`src/sv/llem_queue.sv`:
```
// ----------------------------------------------------------------------------
// llem_queue
// Two-entry queue of classified transactions between front and back end.
// ----------------------------------------------------------------------------
module llem_queue #(
  parameter int unsigned Width = 8
) (
  input  logic             clk_i,
  input  logic             rst_ni,
  input  logic             push_i,
  input  logic [Width-1:0] data_i,
  output logic             full_o,
  input  logic             pop_i,
  output logic             valid_o,
  output logic [Width-1:0] data_o
);

  logic [Width-1:0] mem_q [2];
  logic [1:0] cnt_q;
  logic       rd_q, wr_q;

  assign full_o  = (cnt_q == 2'd2);
  assign valid_o = (cnt_q != 2'd0);
  assign data_o  = mem_q[rd_q];

  always_ff @(posedge clk_i or negedge rst_ni) begin
    if (!rst_ni) begin
      cnt_q <= '0;
      rd_q  <= 1'b0;
      wr_q  <= 1'b0;
    end else begin
      if (push_i) wr_q <= ~wr_q;
      if (pop_i) rd_q <= ~rd_q;
      cnt_q <= cnt_q + 2'(push_i) - 2'(pop_i);
    end
  end

  always_ff @(posedge clk_i) begin
    if (push_i) mem_q[wr_q] <= data_i;
  end

endmodule

```
`config.mk`:
```
export PLATFORM = sky130hd
export DESIGN_NAME = llem_queue
export DESIGN_NICKNAME = d
export VERILOG_FILES = /design/src/sv/llem_queue.sv
export SDC_FILE = /design/constraint.sdc
export NUM_CORES = 1
export LEC_CHECK = 0
export BUFFER_PORTS_ARGS = -buffer_cell sky130_fd_sc_hd__buf_2
export CAP_MARGIN = 25
export CORE_MARGIN = 3
export CORE_UTILIZATION = 50
export CTS_CLUSTER_DIAMETER = 80
export DETAILED_ROUTE_END_ITERATION = 10
export PLACE_DENSITY_LB_ADDON = 0.12
export SLEW_MARGIN = 25
export SYNTH_ARGS = -nofsm -noshare
export SYNTH_HDL_FRONTEND = slang
export SYNTH_SLANG_ARGS = --single-unit
export TNS_END_PERCENT = 20
```
`constraint.sdc`:
```
create_clock -name clk_i -period 2 [get_ports clk_i]
set_clock_uncertainty 0.05 [all_clocks]
set_input_delay 0 -clock clk_i [delete_from_list [all_inputs] [get_ports clk_i]]
set_output_delay 0 -clock clk_i [all_outputs]
set_load 0.005 [all_outputs]
```
==> impl_results.md, run 1 <==
- Min Clock Period, post-route: 1.48 ns
- Mean area per synthesized cell: 20.3 sq um
- Drt pass-1 iters: 1
- Clock buffer depth: 2
- Routed WL: 1.33 mm
- Vias in the first global route: 485
- TritonCTS clock tree: yes
- Top-Level Pins: 22
- Crit-path max FO: 9
- Sink Count: 20
- Initial core utilization: 0.573
- Final period util: 0.741
- Pwr Density: 1180 mW/mm^2
- Synth top area share: 0.593
- Post-DR vias/cell: 4.82
- Std cell rows: 13
- Final Hold Viols: 0
- Setup TNS: 0 ns
- Synth Register Bits: 20
- Ys async rst share: 0.200
- Placed insts: 76
- Share of post-route cells with drive strength above 1: 0.455
- Final ANT Viol Nets: 0
- Worst skew pair latency: 0.28 ns
- Area Growth Syn to Fin: 34.1%
- RSZ-0062 raised after global routing: no
- Max Freq: 675 MHz
- Final setup vio count: 0
- Cells after synthesis: 40
- Yosys top cell by area: edfxtp_1
- DIE AREA: 0.00214 sq mm
- Top-count cell post-synth: edfxtp_1
- Post-Layout Cell Count: 92
- YS warnings: 0
- Startpoint Class: flip-flop
- First DRT Iteration DRCs: 0
- Total global-route track usage: 0.160
- Num CTS Buffers: 3
- Tightest Pin Transition: 0.513 ns
- Routed wl met3: 47 microns
- Drt drc: 0
- Hold Crit Class: in2reg
- Max-Cap Viols: 0
- Pleak: 0.481 nW
- Seq/Total Area, Yosys: 0.716
- WL/cell: 14.5 microns
- Initial antenna violation count: 0
- CTS H-Tree Depth: 1
- Critical path, cell by cell: mux2_4, buf_2
- Final core occ: 0.768
- Root Buffer: clkbuf_4
- Top_reg_cell synth: edfxtp_1
- Nets: 92
- Slew Viols, Final: 0
- Critical path endpoint category: output pin
- Synthesized net count: 54
- DR vias: 443
- Worst EP required: 1.95 ns
- Diodes inserted: 0
- Largest net degree at the start of global routing: 12
- VDD IR max: 808 uV
- GPL Wtd Cong: 0.701
- Mapped cell area: 811 sq um
- DR WL met2: 811 microns
- Metal-1 WL: 471 microns
- Core area: 0.00142 sq mm
- Top layer in use: met3
- Post-synth EDFFs: 16
- CP max stage delay: 0.68 ns
- Global-route congestion overflow total: 0
- Count of cell types in the netlist: 11
- Critical path class: reg2out
- Port-buffer cells: 21
- CP max-delay cell: dfrtp_1
- # fillers: 83
- Synth cell count leaders: edfxtp_1 (16), mux2_4 (8), dfrtp_1 (4)
- Worst slew margin: 0.658
- Status: finished, final reports clean
- HPWL Detailed: 845 microns
- Clock transition at the registers of the reported paths: 0.11 ns
- Arr. time, crit path: 1.43 ns
- First-pass GRT wire length: 2.22 mm
- Most area-consuming cells after synthesis: edfxtp_1 (59%), mux2_4 (15%), dfrtp_1 (12%)
- Die Span Y: 46.3 microns
- Chip width: 46.3 microns
==> path summary, 6_finish.rpt <==
| check | start | cells past startpoint | to | slack (ns) |
|---|---|---|---|---|
| worst max-delay path | rd_q | 2 | data_o[1] | 0.52 |
| max in group asynchronous | rst_ni | 3 | rd_q | 1.14 |
| min in group asynchronous | rst_ni | 3 | cnt_q[1] | 0.58 |
| worst min register to register | wr_q | 1 | wr_q | 0.45 |
| worst max register to register | cnt_q[0] | 5 | cnt_q[1] | 0.71 |
| worst min-delay path | data_i[4] | 2 | mem_q[1][4] | 0.37 |
==> state kept, by name, indices dropped and copies added (netlist names) <==
signal,count
mem_q,16
cnt_q,2
rd_q,1
wr_q,1
==> where the power goes <==
group / total (W) / internal (W) / switching, W
Combinational: 0.000407 / 0.000274 / 0.000134
Sequential: 0.000653 / 0.000566 / 0.0000869
Clock: 0.000227 / 0.000111 / 0.000117
Total: 0.00129 / 0.000950 / 0.000337
==> placed cells by master (no fill, tap or decap), drive strengths merged <==
cell,count
xor2,2
inv,2
buf,22
edfxtp,16
clkbuf,4
ha,2
dfrtp,4
xor3,1
mux2,8
and2,1
or2,1
dlygate4sd3,12
nor2b,2
==> layout make-up <==
type,count,area (sq um),share of cell area
clock buffer,4,36.3,0.0334
inverter,2,7.51,0.00690
multi-input combinational,17,211,0.194
sequential,20,581,0.534
tap,15,18.8,0.0173
timing repair buffer,34,233,0.214
==> per-stage QoR <==
| stage | cell area, sq um | hold WS (ns) | total power (W) | setup WS (ns) |
|---|---|---|---|---|
| final | 1090 | 0.370 | 0.00129 | 0.518 |
| after global routing | 1090 | 0.375 | 0.00137 | 0.457 |
| after CTS | 1090 | 0.361 | 0.00130 | 0.493 |
| after detailed placement | 931 | -0.238 | 0.00106 | 0.707 |
| after global placement | 931 | -0.238 | 0.00104 | 0.793 |
| after floorplan | 811 | -0.346 | 0.000928 | 0.788 |
==> metal layers <==
metal,vias up,global-route usage
met5,-,0
met4,0,0.0682
met3,0,0.0273
met2,10,0.305
met1,212,0.167
li1,221,-
==> cell families (layout without fill, tap and decap cells) <==
kind of cell	after synthesis	in the layout	synth area share
xor+xnor	3	3	0.0509
fa+ha+maj	2	2	0.0309
buf+inv	3	40	0.0232
flops	20	20	0.716
mux	8	8	0.148
simple gates	4	4	0.0309
==> worst max-delay path: cells and delay by family (launching register included) <==
family | cells | cell delay (ns)
flip-flops | 1 | 0.68
multiplexers | 1 | 0.34
buffers and inverters | 1 | 0.13
==> repair_timing <==
action | in CTS | in global routing
buffers inserted | 0 | 0
resized for setup | 0 | 0
hold buffers | 12 | 0
hold endpoints to repair | 23 | 0
(Power assumes the default switching activity.)
==> run 2: changes to the inputs <==
--- a/config.mk
+++ b/config.mk
@@ -8,7 +8,7 @@
 export BUFFER_PORTS_ARGS = -buffer_cell sky130_fd_sc_hd__buf_2
 export CAP_MARGIN = 25
 export CORE_MARGIN = 3
-export CORE_UTILIZATION = 50
+export CORE_UTILIZATION = 44
 export CTS_CLUSTER_DIAMETER = 80
 export DETAILED_ROUTE_END_ITERATION = 10
 export PLACE_DENSITY_LB_ADDON = 0.12
==> constraint.sdc (replaced) <==
create_clock -name clk_i -period 1.2 [get_ports clk_i]
set_clock_uncertainty 0.05 [all_clocks]
set_input_delay 0 -clock clk_i [delete_from_list [all_inputs] [get_ports clk_i]]
set_output_delay 0 -clock clk_i [all_outputs]
set_load 0.005 [all_outputs]
==> run 2 against run 1 <==
  * Flip-flop and latch count stayed put
  * Critical path type unchanged
  * The run now ends with setup timing left
  * Sequential share of layout area is 4.1 points lower
  * Critical path depth is 1 higher
  * Final cell count is 13% higher
  * Power is 82% higher
  * Routed wire length is 5.9% lower
  * Final area is 8.5% higher
  * First-iteration DRC count is 4 higher
  * Clock power is 40% higher
  * Via count is 0.45% higher
==> impl_results.md, run 2 (synthesis results as in run 1) <==
- CTS H-Tree Depth: 1 (unchanged)
- Num CTS Buffers: 3 (unchanged)
- CP max stage delay: 0.43 ns (-0.25 ns)
- Routed WL: 1.25 mm (-5.9%)
- Critical path endpoint category: output pin
- Clock transition at the registers of the reported paths: 0.10 ns (about the same)
- Final Hold Viols: 0 (unchanged)
- WHS Endpoint: cnt_q[1]
- Arr. time, crit path: 1.28 ns (-0.15 ns)
- Port-buffer cells: 21 (unchanged)
- Placed Area: 965 sq um (+3.6%)
- # fillers: 112 (+35%)
- Share of post-route cells with drive strength above 1: 0.500 (+0.0455)
- Diodes inserted: 0 (unchanged)
- Failing checks: setup timing
- Critical path class: reg2out
- Global-route congestion overflow total: 0 (unchanged)
- Most frequent cells in the layout: edfxtp_1 (16), buf_2 (14), dlygate4sd3_1 (12), buf_6 (9), mux2_4 (8)
- Worst skew pair latency: 0.29 ns (about the same)
- Status: complete, but fails checks
- Worst slew margin: 0.860 (+0.201)
- Nets: 95 (+3.3%)
- Worst EP required: 1.15 ns (-0.80 ns)
- Pleak: 0.511 nW (+6.3%)
- Initial core utilization: 0.503 (-0.0698)
- Std cell rows: 14 (+1)
- GPL Wtd Cong: 0.657 (-6.3%)
- Leading cell type in the layout, fill and taps excluded: edfxtp_1
- Clock buffer depth: 2 (unchanged)
- Startpoint Class: flip-flop
- Reg2Reg Depth: 5 (unchanged)
- Crit-path max FO: 5 (-4)
- TritonCTS clock tree: yes
- Largest net degree at the start of global routing: 12 (unchanged)
- Max-Cap Viols: 0 (unchanged)
- Pre-CTS setup slack: -0.0112 ns (-0.718 ns)
- Core area: 0.00161 sq mm (+14%)
- Tightest Pin Transition: 0.210 ns (-0.303 ns)
- Hold depth: 3 (+1)
- Worst hold start: pop_i
- R2r setup slk: -0.01 ns (-0.72 ns)
- Final WS setup: -0.128 ns (-0.645 ns)
- R2R Path Start: cnt_q[0]
- Most used cell, CP: buf_6
- Hold Crit Class: in2reg
- VDD IR max: 1140 uV (+42%)
- Final period util: 1.11
- Slew Viols, Final: 0 (unchanged)
- Area Growth Syn to Fin: 45.5%
- First DRT Iteration DRCs: 4 (+4)
- Critical path, cell by cell: buf_6, mux2_4, buf_6
- First-pass GRT wire length: 2.03 mm (-8.7%)
- R2r endpoint: cnt_q[1]
- Top-Level Pins: 22 (unchanged)
- Drt pass-1 iters: 4 (+3)
- Post-DR vias/cell: 4.28 (-11%)
- Setup TNS: -1.03 ns (-1.03 ns)
- RSZ-0062 raised after global routing: yes
- Max Freq: 753 MHz
- Pwr Density: 1990 mW/mm^2 (+68%)
- Biggest regs: mem_q: 16 flops, cnt_q: 2 flops
- Total global-route track usage: 0.117 (-0.0431)
- DR vias: 445 (+0.45%)
- Drt drc: 0 (unchanged)
- DIE AREA: 0.00239 sq mm (+12%)
- WL/cell: 12.0 microns (-17%)
- Max reg flops: 16 (unchanged)
- Root Buffer: clkbuf_4
- Hold_ws: 0.126 ns (-0.244 ns)
- Chip width: 48.9 microns (+5.7%)
- Min Clock Period, post-route: 1.33 ns
- Die Span Y: 48.9 microns (+5.7%)
- Initial antenna violation count: 0 (unchanged)
- Sink Count: 20 (unchanged)
- Design Area, Final: 0.00118 sq mm (+8.5%)
- Vias in the first global route: 431 (-11%)
- Biggest register: mem_q
- CP max-delay cell: dfrtp_2
- Final ANT Viol Nets: 0 (unchanged)
- Final setup vio count: 10 (+10)
[run 2: cell types whose count changed in the layout (fill, tap and decap cells not counted), sizes merged]
| cell | previous run | this run |
|---|---|---|
| buf | 22 | 25 |
[run 2: per-stage QoR]
step	util	instances	power (W)
3_3_place_gp	0.599	86	0.00180
3_5_place_dp	0.599	86	0.00181
5_1_grt	0.732	104	0.00250
6_report	0.732	104	0.00235
2_1_floorplan	-	40	0.00155
4_1_cts	0.716	104	0.00230
[run 2: critical path: cells and delay by family (launching register included)]
kind | cells | cell delay [ns]
flip-flops | 1 | 0.43
multiplexers | 1 | 0.30
buffers and inverters | 2 | 0.26
[run 2: power breakdown]
group / internal, W / switching, W
combinational: 0.000673 / 0.000337
sequential: 0.000947 / 0.0000739
clock: 0.000129 / 0.000189
total: 0.00175 / 0.000599
[run 2: worst max-delay path by stage]
stage,from,to,slack (ns)
3_5_place_dp,cnt_q[0],cnt_q[1],-0.01
4_1_cts,rd_q,data_o[4],-0.14
2_1_floorplan,cnt_q[0],cnt_q[1],0.01
6_report,rd_q,data_o[4],-0.13
3_3_place_gp,cnt_q[0],cnt_q[1],0.01
5_1_grt,rd_q,data_o[0],-0.19
[run 2: area by class of cell]
cell class | instances | area (sq um) | area share
repair buffers | 37 | 319 | 0.270
multi-input cells | 17 | 215 | 0.182
inverters | 2 | 7.51 | 0.00636
well taps | 24 | 30.0 | 0.0255
flip-flops and latches | 20 | 582 | 0.493
clock buffers | 4 | 26.3 | 0.0223
[run 2: what timing repair did]
item                                   4_1_cts  5_1_grt
gates resized for setup                      7        5
hold buffers                                12        0
setup endpoints to repair                   10       18
setup buffers                                2        0
endpoints found under the hold margin       23        0
gates cloned                                 0        0
[run 2: routing by layer]
metal / part of all wire / wire, microns / track usage
met5: 0 / 0 / 0
met4: 0.023 / 29 / 0.0711
met3: 0.026 / 32 / 0.0275
met2: 0.52 / 656 / 0.192
met1: 0.43 / 532 / 0.137
