**src/sv/llem_pkg.sv**
```systemverilog
// ----------------------------------------------------------------------------
// llem_pkg
// Shared types and constants of the lat-long environment map texel access.
// ----------------------------------------------------------------------------
package llem_pkg;

  localparam int unsigned AngW = 34;

  typedef enum logic {
    CMD_READ  = 1'b0,
    CMD_WRITE = 1'b1
  } cmd_e;

  typedef enum logic [0:0] {
    REG_MAP_WIDTH  = 1'b0,
    REG_MAP_HEIGHT = 1'b1
  } reg_idx_e;

  typedef struct packed {
    logic               cmd;
    logic signed [15:0] dir_x;
    logic signed [15:0] dir_y;
    logic signed [15:0] dir_z;
    logic [31:0]        write_red;
    logic [31:0]        write_green;
    logic [31:0]        write_blue;
  } req_t;

  typedef struct packed {
    logic [31:0] read_red;
    logic [31:0] read_green;
    logic [31:0] read_blue;
    logic [8:0]  column_index;
    logic [7:0]  row_index;
    logic        did_write;
  } rsp_t;

  // Front-end states.
  typedef enum logic [2:0] {
    FS_IDLE,
    FS_SQRT,
    FS_AZ,
    FS_EL,
    FS_IDX,
    FS_PUSH
  } front_state_e;

  // Back-end states.
  typedef enum logic [1:0] {
    BS_IDLE,
    BS_READ,
    BS_OUT
  } back_state_e;

  // Arctangent of 2^-i in units of 2^-32 turn.
  function automatic logic [AngW-1:0] atan_turns(input logic [4:0] i);
    logic [31:0] v;
    case (i)
      5'd0:  v = 32'h20000000;
      5'd1:  v = 32'h12E4051E;
      5'd2:  v = 32'h09FB385B;
      5'd3:  v = 32'h051111D4;
      5'd4:  v = 32'h028B0D43;
      5'd5:  v = 32'h0145D7E1;
      5'd6:  v = 32'h00A2F61E;
      5'd7:  v = 32'h00517C55;
      5'd8:  v = 32'h0028BE53;
      5'd9:  v = 32'h00145F2F;
      5'd10: v = 32'h000A2F98;
      5'd11: v = 32'h000517CC;
      5'd12: v = 32'h00028BE6;
      5'd13: v = 32'h000145F3;
      5'd14: v = 32'h0000A2F9;
      5'd15: v = 32'h0000517C;
      5'd16: v = 32'h000028BE;
      5'd17: v = 32'h0000145F;
      5'd18: v = 32'h00000A2F;
      5'd19: v = 32'h00000517;
      5'd20: v = 32'h0000028B;
      5'd21: v = 32'h00000145;
      5'd22: v = 32'h000000A2;
      5'd23: v = 32'h00000051;
      default: v = 32'h0;
    endcase
    return {2'b00, v};
  endfunction

endpackage

```
**src/sv/llem_front.sv**
```systemverilog
// ----------------------------------------------------------------------------
// llem_front
// Maps a direction to column and row: integer square root, two CORDIC
// passes on one shared datapath, then scaling of both fractions.
// ----------------------------------------------------------------------------
module llem_front
  import llem_pkg::*;
#(
  parameter int unsigned MaxWidth    = 512,
  parameter int unsigned MaxHeight   = 256,
  parameter int unsigned CordicSteps = 16,
  localparam int unsigned ColW = $clog2(MaxWidth),
  localparam int unsigned RowW = $clog2(MaxHeight)
) (
  input  logic            clk_i,
  input  logic            rst_ni,
  input  logic            start_i,
  input  req_t            req_i,
  output logic            busy_o,
  input  logic [9:0]      map_width_i,
  input  logic [8:0]      map_height_i,
  output logic            push_o,
  input  logic            full_i,
  output logic [ColW-1:0] col_o,
  output logic [RowW-1:0] row_o,
  output req_t            req_o
);

  localparam logic [4:0] LastStep = 5'(CordicSteps - 1);
  localparam int unsigned VecW = 42;
  localparam logic signed [AngW-1:0] Half = 34'sh080000000;
  localparam logic signed [AngW-1:0] Quarter = 34'sh040000000;
  // The square root first loads the operand, then steps the
  // trial bit down from 2^46 to 2^0.
  localparam logic [5:0] SqLoad = 6'd24;

  front_state_e st_q, st_d;
  req_t         req_q;
  logic [4:0]   cnt_q;
  // Square root working registers.
  logic [47:0]  n_q, root_q;
  logic [5:0]   sq_q;
  logic signed [VecW-1:0] a_q, b_q;
  logic signed [AngW-1:0] ang_q, az_q;
  logic [32:0]  u_q, v_q;

  logic signed [31:0] xx, zz;
  logic [32:0]  mag2;
  logic [47:0]  sq_bit, sq_trial;
  logic signed [VecW-1:0] sha, shb;
  logic signed [AngW-1:0] az_c, el_c, ang_n;
  logic [9:0]   w_eff;
  logic [8:0]   h_eff;
  logic [43:0]  col_p;
  logic [42:0]  row_p;
  logic signed [VecW-1:0] ax, bz;

  assign xx   = 32'(req_q.dir_x) * 32'(req_q.dir_x);
  assign zz   = 32'(req_q.dir_z) * 32'(req_q.dir_z);
  assign mag2 = 33'(xx) + 33'(zz);
  assign sq_bit   = 48'd1 << {sq_q, 1'b0};
  assign sq_trial = root_q + sq_bit;
  assign sha = a_q >>> cnt_q;
  assign shb = b_q >>> cnt_q;
  assign ax  = VecW'(req_q.dir_x) <<< 8;
  assign bz  = VecW'(req_q.dir_z) <<< 8;

  always_comb begin
    if (b_q >= 0) begin
      ang_n = ang_q + atan_turns(cnt_q);
    end else begin
      ang_n = ang_q - atan_turns(cnt_q);
    end
  end

  always_comb begin
    az_c = az_q;
    if (az_q > Half) az_c = Half;
    if (az_q < -Half) az_c = -Half;
    el_c = ang_q;
    if (ang_q > Quarter) el_c = Quarter;
    if (ang_q < -Quarter) el_c = -Quarter;
  end

  always_comb begin
    w_eff = map_width_i;
    if (map_width_i < 10'd2) w_eff = 10'd2;
    else if (32'(map_width_i) > MaxWidth) w_eff = 10'(MaxWidth);
    h_eff = map_height_i;
    if (map_height_i < 9'd2) h_eff = 9'd2;
    else if (32'(map_height_i) > MaxHeight) h_eff = 9'(MaxHeight);
  end

  assign col_p = 44'(u_q) * 44'(w_eff - 10'd1) + 44'h080000000;
  assign row_p = 43'(v_q) * 43'(h_eff - 9'd1) + 43'h080000000;

  always_comb begin
    st_d = st_q;
    case (st_q)
      FS_IDLE: if (start_i) st_d = FS_SQRT;
      FS_SQRT: if (sq_q == 6'd0) st_d = FS_AZ;
      FS_AZ:   if (cnt_q == LastStep) st_d = FS_EL;
      FS_EL:   if (cnt_q == LastStep) st_d = FS_IDX;
      FS_IDX:  st_d = FS_PUSH;
      FS_PUSH: if (!full_i) st_d = FS_IDLE;
      default: st_d = FS_IDLE;
    endcase
  end

  always_ff @(posedge clk_i or negedge rst_ni) begin
    if (!rst_ni) begin
      st_q <= FS_IDLE;
    end else begin
      st_q <= st_d;
    end
  end

  // Payload and datapath registers.
  always_ff @(posedge clk_i) begin
    case (st_q)
      FS_IDLE: begin
        if (start_i) req_q <= req_i;
        sq_q <= SqLoad;
        root_q <= '0;
      end
      FS_SQRT: begin
        if (sq_q == SqLoad) begin
          n_q  <= 48'(mag2) << 16;
          sq_q <= SqLoad - 6'd1;
        end else begin
          if (n_q >= sq_trial) begin
            n_q    <= n_q - sq_trial;
            root_q <= (root_q >> 1) + sq_bit;
          end else begin
            root_q <= root_q >> 1;
          end
          sq_q <= sq_q - 6'd1;
        end
        cnt_q <= '0;
        a_q <= (ax < 0) ? -ax : ax;
        b_q <= (ax < 0) ? -bz : bz;
        ang_q <= (ax < 0) ? ((bz >= 0) ? Half : -Half) : '0;
      end
      FS_AZ: begin
        if (cnt_q == LastStep) begin
          cnt_q <= '0;
          az_q  <= (req_q.dir_x == 0 && req_q.dir_z == 0) ? '0 : ang_n;
          ang_q <= '0;
          a_q   <= VecW'(root_q);
          b_q   <= VecW'(req_q.dir_y) <<< 8;
        end else begin
          a_q   <= (b_q >= 0) ? a_q + shb : a_q - shb;
          b_q   <= (b_q >= 0) ? b_q - sha : b_q + sha;
          ang_q <= ang_n;
          cnt_q <= cnt_q + 5'd1;
        end
      end
      FS_EL: begin
        a_q   <= (b_q >= 0) ? a_q + shb : a_q - shb;
        b_q   <= (b_q >= 0) ? b_q - sha : b_q + sha;
        cnt_q <= cnt_q + 5'd1;
        if (cnt_q == LastStep && root_q == '0 && req_q.dir_y == 0) begin
          ang_q <= '0;
        end else begin
          ang_q <= ang_n;
        end
      end
      FS_IDX: begin
        u_q <= 33'(az_c + Half);
        v_q <= 33'((el_c <<< 1) + Half);
      end
      default: ;
    endcase
  end

  assign busy_o = (st_q != FS_IDLE);
  assign push_o = (st_q == FS_PUSH) && !full_i;
  assign col_o  = col_p[32 +: ColW];
  assign row_o  = row_p[32 +: RowW];
  assign req_o  = req_q;

endmodule

```
**config.mk**
```make
export PLATFORM = sky130hd
export DESIGN_NAME = llem_front
export DESIGN_NICKNAME = d
export VERILOG_FILES = /design/src/sv/llem_pkg.sv /design/src/sv/llem_front.sv
export SDC_FILE = /design/constraint.sdc
export NUM_CORES = 2
export LEC_CHECK = 0
export BUFFER_PORTS_ARGS = -buffer_cell sky130_fd_sc_hd__buf_4
export CELL_PAD_IN_SITES_DETAIL_PLACEMENT = 0
export CELL_PAD_IN_SITES_GLOBAL_PLACEMENT = 2
export CORE_ASPECT_RATIO = 1.5
export CORE_MARGIN = 2
export CORE_UTILIZATION = 42
export CTS_BUF_LIST = sky130_fd_sc_hd__clkbuf_4 sky130_fd_sc_hd__clkbuf_8
export DETAILED_ROUTE_END_ITERATION = 8
export PLACE_DENSITY_LB_ADDON = 0.1
export SETUP_SLACK_MARGIN = 0.1
export SLEW_MARGIN = 20
export SYNTH_ARGS = -nofsm -noshare
export SYNTH_HDL_FRONTEND = slang
export SYNTH_SLANG_ARGS = --single-unit
```
**constraint.sdc**
```tcl
create_clock -name clk_i -period 9.8 [get_ports clk_i]
set_input_delay 0.49 -clock clk_i [delete_from_list [all_inputs] [get_ports clk_i]]
set_output_delay 0.49 -clock clk_i [all_outputs]
set_load 0.01 [all_outputs]
```
==> implementation parameters <==
Parameter                              Value

Outcome
  Outcome ... completed

Clock network
  Latest clock arrival within the worst-skew pair ... 870 ps
  Clock tree from TritonCTS ... built
  Max H-tree Level ... 3
  Sink Count ... 502
  CTS Root Cell ... sky130_fd_sc_hd__clkbuf_8
  Clock slew at reported path FFs ... 50 ps
  Bufs on Longest Clock Path ... 3
  Setup Buffers After CTS ... 0
  Num CTS Buffers ... 92

Worst setup path
  Launching element type of the critical path ... input port
  Arr. time, crit path ... 8700 ps
  Worst Path Max Fanout ... 17
  Most common cell on crit path ... sky130_fd_sc_hd__fa_1
  Maximum cell stage delay along the critical path ... 560 ps
  Highest-delay cell along the critical path ... sky130_fd_sc_hd__fa_1
  Crit end category ... primary output
  Worst path required time ... 9310 ps
  Path type of the worst setup path ... input port to primary output
  Kind of cell adding the most delay to the critical path ... adder cells
  Total buffers and inverters traversed by the critical path ... 6

Placed design
  IO Port Bufs ... 331
  Placed insts ... 10700
  DPL Wire Length ... 216 mm
  Global placer's final weighted congestion ... 1.01

Cells and area
  Commonest non-fill, non-tap cells in the layout ... sky130_fd_sc_hd__inv_1, sky130_fd_sc_hd__fa_1, sky130_fd_sc_hd__nand2_1
  Number of nets in the final layout ... 10300
  Layout cell share with drive strength beyond 1 ... 10.5%
  Most common cell after layout, fill and taps aside ... sky130_fd_sc_hd__inv_1
  Final standard cell count with taps included and fillers excluded ... 11000
  Area growth from synthesis to layout ... 11.7%

Floorplan
  Standard-cell row count ... 192
  Vertical die dimension ... 529 um
  Starting density of the core ... 42.2%
  Die width ... 354 um
  Area of the core ... 0.183 mm2
  Total die area ... 0.187 mm2
  # IOs ... 332

Drt
  Drc violations ... 0
  Via density per instance ... 5.49
  Total iterations of the first detailed-routing run ... 5
  DR iter-0 viols ... 3527
  Wirelength, routed ... 266 mm
  Drt wl/cell ... 24.1 um
  Number of nets with antenna violations after routing ... 0
  Number of vias after detailed routing ... 60600

Yosys
  Most used flip-flop cell after synthesis ... sky130_fd_sc_hd__edfxtp_1
  Share of the synthesized area in the top cell type ... 27.0%
  Async S/R FF share, synth ... 0.598%
  Top cell type by total area after synthesis ... sky130_fd_sc_hd__fa_1
  Most area-consuming cells after synthesis ... sky130_fd_sc_hd__fa_1, sky130_fd_sc_hd__edfxtp_1, sky130_fd_sc_hd__ha_1
  Post-Synthesis Mean Instance Area ... 9.50 um2
  Combined area of all synthesized cells ... 0.0771 mm2
  Warnings from Yosys ... 0
  Cell count after synthesis ... 8123
  Unique cell type count in the Yosys netlist ... 110
  #FFs+latches synth ... 502
  Sequential element share of the synthesized area ... 19.1%
  EDFF count, synth ... 469

STA
  Pins Over Slew Limit ... 0
  Post-Route Setup TNS ... 0 ps
  Slew @ Worst Pin ... 1240 ps
  Highest Clock Rate ... 109 MHz
  Worst slew margin relative to its limit ... 16.5%
  Final setup violation count ... 0
  Tcrit/Tclk final ... 93.8%
  Unrepaired setup endpoints after global routing ... false
  Clock period minus worst slack ... 9190 ps
  Hold Fails Final Rpt ... 0
  Worst clock skew on the final layout ... 96.1 ps

Hold path
  Class of the worst hold path ... input port to flop

Global routing
  Number of global-route vias before repair ... 65500
  Initial antenna violation count ... 4
  Global route overflow ... 0
  Wire length of the first global-routing pass ... 405 mm
  Largest net degree at the start of global routing ... 128
  Total routing resource utilization after global routing ... 28.6%

Run
  Count of max-cap constraint violations ... 0
==> layer usage <==
metal | vias up | share of wire (%) | track usage, %
li1 | 27800 | - | -
met1 | 30800 | 35 | 30.4
met2 | 1495 | 55 | 55.5
met3 | 553 | 3.1 | 2.47
met4 | 4 | 6.1 | 15.1
met5 | - | 0.010 | 0
==> worst register-to-register path: cells and delay by family, from the launching register on <==
family                     cells  cell delay [ps]
buffers and inverters          5              400
adders and majority gates      9             4390
xor gates and xnor gates       1              390
DFF                            1             1040
AOI/OAI and AO/OA              7             1640
and+or+nand+nor                3              690
muxes                          1              120
==> Yosys cell counts (all sizes together), types with 11 or more instances <==
cell       n
edfxtp   469
o31a      11
and2     338
ha       568
clkbuf   288
nand2b    97
a211o     15
buf       80
a31o      13
and3      40
mux4     103
nor4      45
nor3      86
nand4     40
nand3     80
a221oi    21
o21bai    39
a22oi     36
dfxtp     30
a21o     141
xnor2    254
o22ai     41
inv     1243
a31oi     76
o21a      47
o221ai    11
clkinv    15
o21ai    311
fa      1041
or2       34
o31ai     41
nor2b    172
o211ai    45
a21oi    313
xor2     197
mux2i    102
nand2    763
mux2      55
or4       11
a211oi    63
nor3b     13
or3       39
o41ai     19
nor2     511
==> state kept, by name, indices dropped and copies added, names as in the netlist, named ones only <==
signal  count
root_q     48
ang_q      34
a_q        42
b_q        42
az_q       34
req_o     145
u_q        33
n_q        48
st_q        3
sq_q        6
v_q        32
cnt_q       5
==> worst paths after layout <==
check	slack, ps	end	start	cells past startpoint
max reg2reg	890	n_q[47]$_DFFE_PP_	req_o[99]$_DFFE_PP_	26
max	610	row_o[6]	map_height_i[2]	30
min in group asynchronous	590	st_q[1]$_DFFE_PN0P_	rst_ni	3
min reg2reg	560	u_q[4]$_SDFFCE_PP0P_	az_q[4]$_SDFFCE_PP0P_	1
min	350	req_o[85]$_DFFE_PP_	req_i[85]	2
max in group asynchronous	9030	st_q[0]$_DFFE_PN0P_	rst_ni	3
==> cells by family (layout without fill, tap and decap cells) <==
group | Yosys count | in the layout | share of synthesized area [%]
simple gates | 2302 | 2302 | 14.5
xor+xnor | 451 | 451 | 5.13
mux | 260 | 260 | 5.16
flops | 502 | 502 | 19.1
other cells | 2 | 66 | 0.00974
fa+ha+maj | 1609 | 1609 | 36.2
compound gates | 1371 | 1371 | 11.7
buf+inv | 1626 | 2058 | 8.20
==> cell type report <==
class	count	area, um2
timing repair buffer	637	5250
clock buffer	115	1460
clock inverter	48	408
fill	17600	96400
tap	2425	3030
inverter	1258	4720
multi-input combinational	6056	56500
sequential	502	14800
antenna	3	7.51
==> per-stage QoR <==
stage	util, %	instance area (um2)	hold slack, ps	setup WS [ps]
after floorplan	-	77400	194	989
after global placement	45.3	82800	313	279
after detailed placement	45.3	82800	312	283
after CTS	47.2	86100	259	254
after global routing	47.2	86200	300	113
final	47.2	86200	347	609
==> repair_timing <==
| item | in CTS | in global routing |
|---|---|---|
| endpoints found under the setup margin | 0 | 8 |
| resized for setup | 0 | 7 |
| hold buffers | 147 | 0 |
| hold endpoints to repair | 148 | 0 |
Power is not shown: default switching activity piles up to over one toggle a cycle in this logic, so the estimate is an artifact.
